<file path="config.mk">
export PLATFORM = sky130hd
export DESIGN_NAME = lsbc_ctrl
export DESIGN_NICKNAME = d
export VERILOG_FILES = /design/src/hw/rtl/lsbc_pkg.sv /design/src/hw/rtl/lsbc_ctrl.sv
export SDC_FILE = /design/constraint.sdc
export NUM_CORES = 1
export LEC_CHECK = 0
export ABC_AREA = 1
export BUFFER_PORTS_ARGS = -buffer_cell sky130_fd_sc_hd__buf_4
export CAP_MARGIN = 20
export CORE_AREA = 2 2 39 41
export CTS_CLUSTER_DIAMETER = 60
export DETAILED_ROUTE_END_ITERATION = 16
export DIE_AREA = 0 0 41 43
export GPL_TIMING_DRIVEN = 1
export PLACE_DENSITY = 0.65
export SKIP_CTS_REPAIR_TIMING = 1
export SLEW_MARGIN = 30
export SYNTH_ARGS = -nofsm -noshare
export SYNTH_HDL_FRONTEND = slang
export SYNTH_SLANG_ARGS = --single-unit
</file>
<file path="constraint.sdc">
create_clock -name clk -period 2.7 [get_ports clk]
set_input_delay 0.27 -clock clk [delete_from_list [all_inputs] [get_ports clk]]
set_output_delay 0.27 -clock clk [all_outputs]
set_load 0.05 [all_outputs]
</file>
<file path="src/hw/rtl/lsbc_pkg.sv">
// ----------------------------------------------------------------------------
// lsbc_pkg
// Shared types and constants of the size-bounded LRU cache core.
// ----------------------------------------------------------------------------
package lsbc_pkg;

  localparam int DEF_ENTRIES = 64;

  localparam logic [6:0]  ENTRY_LIMIT_RESET = 7'd64;
  localparam logic [31:0] BYTE_LIMIT_RESET  = 32'd67108864;

  typedef logic [2:0] req_t;

  localparam req_t REQ_LOOKUP = 3'd0;
  localparam req_t REQ_INSERT = 3'd1;
  localparam req_t REQ_REMOVE = 3'd2;
  localparam req_t REQ_CLEAR  = 3'd3;
  localparam req_t REQ_EVICT  = 3'd4;

  localparam logic CFG_ENTRY_LIMIT = 1'b0;
  localparam logic CFG_BYTE_LIMIT  = 1'b1;

  typedef struct packed {
    logic [31:0] tag;
    logic [31:0] id;
    logic [31:0] size;
    logic [31:0] stamp;
    logic [31:0] uses;
  } entry_t;

  typedef struct packed {
    logic load_req;
    logic scan_find;
    logic scan_min;
    logic apply_evict;
    logic apply_find;
    logic apply_clear;
    logic out_load;
  } cmd_t;

  typedef struct packed {
    req_t req;
    logic too_big;
    logic need_evict_ins;
    logic need_free;
    logic scan_done;
  } status_t;

endpackage

</file>
<file path="src/hw/rtl/lsbc_ctrl.sv">
// ----------------------------------------------------------------------------
// lsbc_ctrl
// Request sequencer: orders the scans, evictions and updates of one request.
// ----------------------------------------------------------------------------
module lsbc_ctrl (
  input  logic              clk,
  input  logic              rst,
  input  logic              in_valid,
  output logic              in_stall,
  output logic              out_valid,
  input  logic              out_stall,
  input  lsbc_pkg::status_t status,
  output lsbc_pkg::cmd_t    cmd
);
  import lsbc_pkg::*;

  typedef enum logic [2:0] {
    S_IDLE,
    S_CHECK,
    S_SCAN_MIN,
    S_APPLY_MIN,
    S_SCAN_FIND,
    S_APPLY_FIND,
    S_RESULT
  } state_t;

  state_t state;
  state_t state_next;

  assign in_stall = (state != S_IDLE);

  always_comb begin
    cmd        = '0;
    state_next = state;
    unique case (state)
      S_IDLE: begin
        if (in_valid) begin
          cmd.load_req = 1'b1;
          state_next   = S_CHECK;
        end
      end
      S_CHECK: begin
        case (status.req) inside
          REQ_LOOKUP, REQ_REMOVE: begin
            cmd.scan_find = 1'b1;
            state_next    = S_SCAN_FIND;
          end
          REQ_INSERT: begin
            if (status.too_big) begin
              state_next = S_RESULT;
            end else if (status.need_evict_ins) begin
              cmd.scan_min = 1'b1;
              state_next   = S_SCAN_MIN;
            end else begin
              cmd.scan_find = 1'b1;
              state_next    = S_SCAN_FIND;
            end
          end
          REQ_CLEAR: begin
            cmd.apply_clear = 1'b1;
            state_next      = S_RESULT;
          end
          REQ_EVICT: begin
            if (status.need_free) begin
              cmd.scan_min = 1'b1;
              state_next   = S_SCAN_MIN;
            end else begin
              state_next = S_RESULT;
            end
          end
          default: state_next = S_RESULT;
        endcase
      end
      S_SCAN_MIN: begin
        if (status.scan_done) state_next = S_APPLY_MIN;
      end
      S_APPLY_MIN: begin
        // After each eviction the limits are checked again.
        cmd.apply_evict = 1'b1;
        state_next      = S_CHECK;
      end
      S_SCAN_FIND: begin
        if (status.scan_done) state_next = S_APPLY_FIND;
      end
      S_APPLY_FIND: begin
        cmd.apply_find = 1'b1;
        state_next     = S_RESULT;
      end
      S_RESULT: begin
        if (!out_valid || !out_stall) begin
          cmd.out_load = 1'b1;
          state_next   = S_IDLE;
        end
      end
      default: state_next = S_IDLE;
    endcase
  end

  always_ff @(posedge clk) begin
    if (rst) begin
      state     <= S_IDLE;
      out_valid <= 1'b0;
    end else begin
      state <= state_next;
      if (cmd.out_load) begin
        out_valid <= 1'b1;
      end else if (out_valid && !out_stall) begin
        out_valid <= 1'b0;
      end
    end
  end

endmodule

</file>
==> results of run 1 <==
[path summary, 6_finish.rpt]
check / startpoint / endpoint / slack, ps
max: state[0] / cmd[1] / 1070
min: rst / out_valid / 220
max reg2reg: state[2] / state[2] / 1510
min reg2reg: out_valid / out_valid / 480
[cell type report]
class | instances | area share, %
Multi-Input combinational cell | 46 | 41.90
Inverter | 13 | 9.028
Timing Repair Buffer | 19 | 26.39
Tap cell | 16 | 3.704
Clock buffer | 3 | 4.167
Sequential cell | 4 | 14.81
[registers in the layout (all words and copies together), names as in the netlist]
| register | cells |
|---|---|
| state | 3 |
| out_valid | 1 |
[where the power goes]
group	switching, W	internal [W]
Clock	0.0000206	0.0000495
Sequential	0.0000395	0.0000830
Combinational	0.000257	0.000124
Total	0.000317	0.000257
[routing by layer]
layer  vias to the layer above  GRT usage [%]
li1                        241              -
met3                         0          3.141
met4                         0          4.000
met2                         9          17.19
met5                         -              0
met1                       187          13.14
[worst reg2reg max path: stages, from the launching register on]
cell and delay [ps]:
dfxtp_1 480, inv_2 100, nand3_1 140, nand2_2 80
nor2_4 150, nand2_2 50, nand2_1 60, nor2_1 40
[kinds of logic (layout without fill, tap and decap cells)]
logic type             after synthesis  after routing  share of synthesized area [%]
buffers and inverters               14             35                          15.52
and+or+nand+nor                     39             39                          52.41
AOI/OAI and AO/OA                    7              7                          10.00
DFF                                  4              4                          22.07
[placed cells by master (no fill, tap or decap)]
cell / count
a31oi_1: 1
nor2_1: 13
nand3_1: 6
inv_2: 2
nor2_4: 1
o21ai_0: 2
a21oi_1: 4
inv_1: 11
nor2_2: 2
nand2_1: 11
nor4_2: 1
buf_4: 19
nor3_2: 1
nand2_2: 3
dfxtp_1: 4
nor3_1: 1
clkbuf_4: 3
[per-stage QoR]
stage | util (%) | std cells | worst slack [ps]
2_1_floorplan | - | 64 | 845.3
3_3_place_gp | 37.43 | 98 | 1334
3_5_place_dp | 37.43 | 98 | 1294
4_1_cts | 39.06 | 101 | 1048
5_1_grt | 39.06 | 101 | 951.6
6_report | 39.06 | 101 | 1066
==> metrics, run 1 <==
outcome=complete, no violations; Die Footprint=approximately 1800 um^2; Data required, critical path=around 2400 ps; via count=around 440; ys async rst share=0%; CTS tree=yes; syn nets=75; First DRT Iteration DRCs=2; CP delay by family, top=flip-flops; Crit path depth=5; TritonRoute pass-1 iters=4; worst reg2reg path depth=7; first-pass GRT wire length=roughly 1.3 mm; drt wl/cell=7.861 um; Area after DPL=between 500 and 600 um^2; #FFs+latches synth=4; critical path cell sequence=nand2_1 -> nor2_1 -> inv_1 -> nor4_2 -> buf_4; share of cells above drive strength 1=between 30% and 40%; row count=14; hold slack=roughly 220 ps; met2 WL=between 400 and 500 um; TritonCTS Sinks=4; worst path bufs/invs=2; synth top area cells=dfxtp_1 22%, nor2_1 13%, inv_1 11%; Core Region=roughly 1400 um^2; Yosys top cell area share=22.07%; WL final=794 um; pwr/cell area=1062 nW/um^2; vias in the first global route=about 370; hold path cells=2; NumNets Final=between 90 and 100; TNS Setup=0 ps; CTS root buffer=clkbuf_4; Area growth, synth to finish=48.97%; MaxCap Viol Count=0; post-DP HPWL=slightly above 700 um; synthesized cell area=362.8 um^2; biggest area consumer among synthesized cells=dfxtp_1; number of port buffers=19; total power draw=between 0.0005 and 0.0006 W; Worst slew margin=around four fifths; CP endpoint kind=output pin; drt drc=0; fill cell total of the finished layout=~150; gpl congestion=around 0.74; count leader, synth=nor2_1; WS Path Type=flip-flop to output pin; WL met1=312 um; CTS buffer count=3; Clk Latency, worst-skew pair=230 ps; CTS max path bufs=2; Routed Antenna Nets=0; all-layer global routing usage=between 10% and 20%; Avg Cell Area, Syn=between 5 and 6 um^2; Final Hold Viols=0; GRT overflow=0; RSZ-0062 raised after global routing=no; post-synthesis sequential area ratio=around 22%; CTS H-tree lvls=1; top cells by count, synth=13 x nor2_1, 11 x inv_1, 11 x nand2_1, 6 x nand3_1; Finished Cell Area=about 540 um^2; sequential cell area=approximately 80 um^2; Synth Warn #=0; clk slew on worst S/H paths=30 ps; number of synthesized flops with an enable pin=0; Die Y=43 um; synthesized instance count=64; Worst path max stage delay=430 ps; LEAKAGE=between 0.2 and 0.3 nW; Synth cell types=16; peak supply drop=~0.36 mV; arrival time worst endpoint=1360 ps; Final min period=1634 ps; Post-synth top flop=dfxtp_1; Final Setup Violations=0; initial antenna violation count=0; Initial Util=26.22%; number of vias per cell=between 4 and 5; CP Max Fanout=6; largest net degree at the start of global routing=10; clk_skew=about 0.06 ps; pins over their slew limit=0; Startpoint Class=flip-flop; met3 wire len=roughly 28 um; antenna diode count=0; Hold WC Path Type=input port to flip-flop; Multi-input gate area=approximately 230 um^2; fmax=612.0 MHz; period utilisation layout=between 60% and 70%; Ports=20; Crit-path slowest cell=dfxtp_1; Worst Tran Pin Value=around 290 ps; Horiz. Die Dim=slightly above 40 um; top sig layer=met3
Power figures use the tool's default switching activity.
==> inputs of run 2 (changes only) <==
--- a/config.mk
+++ b/config.mk
@@ -5,7 +5,7 @@
 export SDC_FILE = /design/constraint.sdc
 export NUM_CORES = 1
 export LEC_CHECK = 0
-export ABC_AREA = 1
+export ABC_AREA = 0
 export BUFFER_PORTS_ARGS = -buffer_cell sky130_fd_sc_hd__buf_4
 export CAP_MARGIN = 20
 export CORE_AREA = 2 2 39 41
==> constraint.sdc (replaced) <==
create_clock -name clk -period 1.6 [get_ports clk]
set_input_delay 0.16 -clock clk [delete_from_list [all_inputs] [get_ports clk]]
set_output_delay 0.16 -clock clk [all_outputs]
set_load 0.05 [all_outputs]
==> run 2 against run 1 <==
  * Register-to-register slack worse by 1300 ps
  * Setup slack lost 950 ps
  * Synthesized cell count fell by 27%
  * Critical path depth is 2 lower
  * Critical path type unchanged
  * Largest cell class unchanged
==> metrics, run 2 <==
outcome=complete, no violations; Die Footprint=around 1800 um^2; NumNets Final=80; row count=14; GRT overflow=0; fin cells=just over 80; Post-synth top flop=dfxtp_1; share of cells above drive strength 1=52.24%; hold path endpoint=state[0]; Final min period=~1500 ps; Yosys top cell area share=roughly 22%; Final Setup Violations=0; CTS max path bufs=2; Cell Count Post-Placement=80; CTS root buffer=clkbuf_4; drt wl/cell=12.04 um; synthesized cell area=369.1 um^2; Avg Cell Area, Syn=between 7 and 8 um^2; syn nets=58; largest net degree at the start of global routing=13; R2R Setup Slk=roughly 190 ps; Worst slew margin=around three quarters; top cells by count, synth=5 x nand2_1, 4 x dfxtp_1, 3 x a21oi_1, 3 x nor2_1, 3 x o21ai_0; number of port buffers=19; largest registers=state x3, out_valid x1; count leader, synth=nand2_1; commonest non-fill, non-tap cell in the layout=buf_4; number of vias per cell=roughly 5.1; TritonCTS Sinks=4; First DRT Iteration DRCs=7; WL final=~1000 um; Final Hold Viols=0; synth top area cells=dfxtp_1 22%, a211oi_2 6.8%, nand2_1 5.1%; biggest area consumer among synthesized cells=dfxtp_1; post-DP HPWL=between 700 and 800 um; Worst R2R Start=state[1]; CTS buffer count=3; Core Region=roughly 1400 um^2; period utilisation layout=approximately 90%; clk_skew=approximately 4.6 ps; vias in the first global route=around 390; most frequent cells in the layout=20 x buf_4, 5 x nand2_1; CTS H-tree lvls=1; Synth cell types=28; #FFs+latches synth=4; pwr/cell area=around 1800 nW/um^2; Initial Util=between 20% and 30%; CP endpoint kind=output pin; Area growth, synth to finish=52.54%; Horiz. Die Dim=a little over 40 um; fmax=approximately 670 MHz; clk slew on worst S/H paths=~40 ps; all-layer global routing usage=a little over an eighth; synthesized instance count=47; pins over their slew limit=0; hold path cells=2; RSZ-0062 raised after global routing=no; Synth Warn #=0; LEAKAGE=between 0.2 and 0.25 nW; drt drc=0; post-synthesis sequential area ratio=approximately 22%; gpl congestion=0.8103; Routed Antenna Nets=0; peak supply drop=approximately 0.69 mV; Worst Hold Launch=rst; Clk Latency, worst-skew pair=about 230 ps; Data required, critical path=about 1400 ps; Largest Register=state; initial antenna violation count=0; ys async rst share=0%; first-pass GRT wire length=1.566 mm; worst reg2reg path depth=4; antenna diode count=0; fin util=between 40% and 50%; MaxCap Viol Count=0; Hold WC Path Type=input port to flip-flop; Critical R2R Capture=state[2]; TritonRoute pass-1 iters=3; CP Max Fanout=12; CTS tree=yes; Ports=20; Worst Tran Pin Value=roughly 390 ps; WS Path Type=flip-flop to output pin; max FFs per register=3; via count=between 400 and 500; Startpoint Class=flip-flop; number of synthesized flops with an enable pin=0; arrival time worst endpoint=1320 ps; Die Y=between 40 and 50 um
[run 2: report_power, final]
group	switching [W]	total, W	internal (W)
registers	0.0000971	0.000237	0.000140
clock network	0.0000376	0.000121	0.0000836
logic	0.000407	0.000664	0.000257
[run 2: cell type report]
| class | count | area (um^2) |
|---|---|---|
| clock buffers | 3 | 22.52 |
| fillers | 152 | 820.8 |
| inverters | 1 | 3.754 |
| multi-input cells | 39 | 285.3 |
| flip-flops and latches | 4 | 81.33 |
| well taps | 16 | 20.02 |
| repair buffers | 20 | 150.1 |
[run 2: routing by layer]
| layer | wire, um | global-route usage [%] | share of wire, % | vias to the layer above |
|---|---|---|---|---|
| met3 | 78 | 1.571 | 7.8 | 0 |
| met2 | 542 | 22.81 | 54 | 12 |
| li1 | - | - | - | 219 |
| met4 | 0 | 8.000 | 0 | 0 |
| met5 | 0 | 0 | 0 | - |
| met1 | 378 | 14.06 | 38 | 189 |
[run 2: cell families (layout without fill, tap and decap cells)]
kind of cell    after synthesis  count (layout)  share of synthesized area [%]
simple gates                 23              23                          36.27
compound gates               15              15                          31.86
mux                           1               1                          3.051
flops                         4               4                          21.70
buf+inv                       4              24                          7.117
[run 2: critical path, stage by stage, from the launching register on]
cell	delay (ps)
dfxtp_1	410
nand2b_4	230
nor4b_2	210
buf_4	230
[run 2: worst max-delay path by stage]
stage                  start       end  slack (ps)  cells past startpoint
floorplan           state[1]    cmd[1]        -180                      3
CTS                 state[0]    cmd[1]           2                      3
global placement    state[1]  state[2]         250                      4
finish              state[1]    cmd[5]         120                      3
global route        state[1]    cmd[6]          30                      3
detailed placement  state[1]  state[2]         200                      4
[run 2: through the flow]
step                      setup TNS (ps)  setup slack, ps  cell area, um^2  total power (W)  hold slack (ps)
after detailed placement               0            204.0            534.3        0.0008881            368.5
after global placement                 0            247.7            534.3        0.0008821            361.4
after CTS                              0            1.683            556.8         0.001017            116.0
after global routing                   0            33.73            563.0         0.001113            121.7
final                                  0            118.4            563.0         0.001023            127.4
after floorplan                   -367.3           -184.0            386.6        0.0007415            224.6
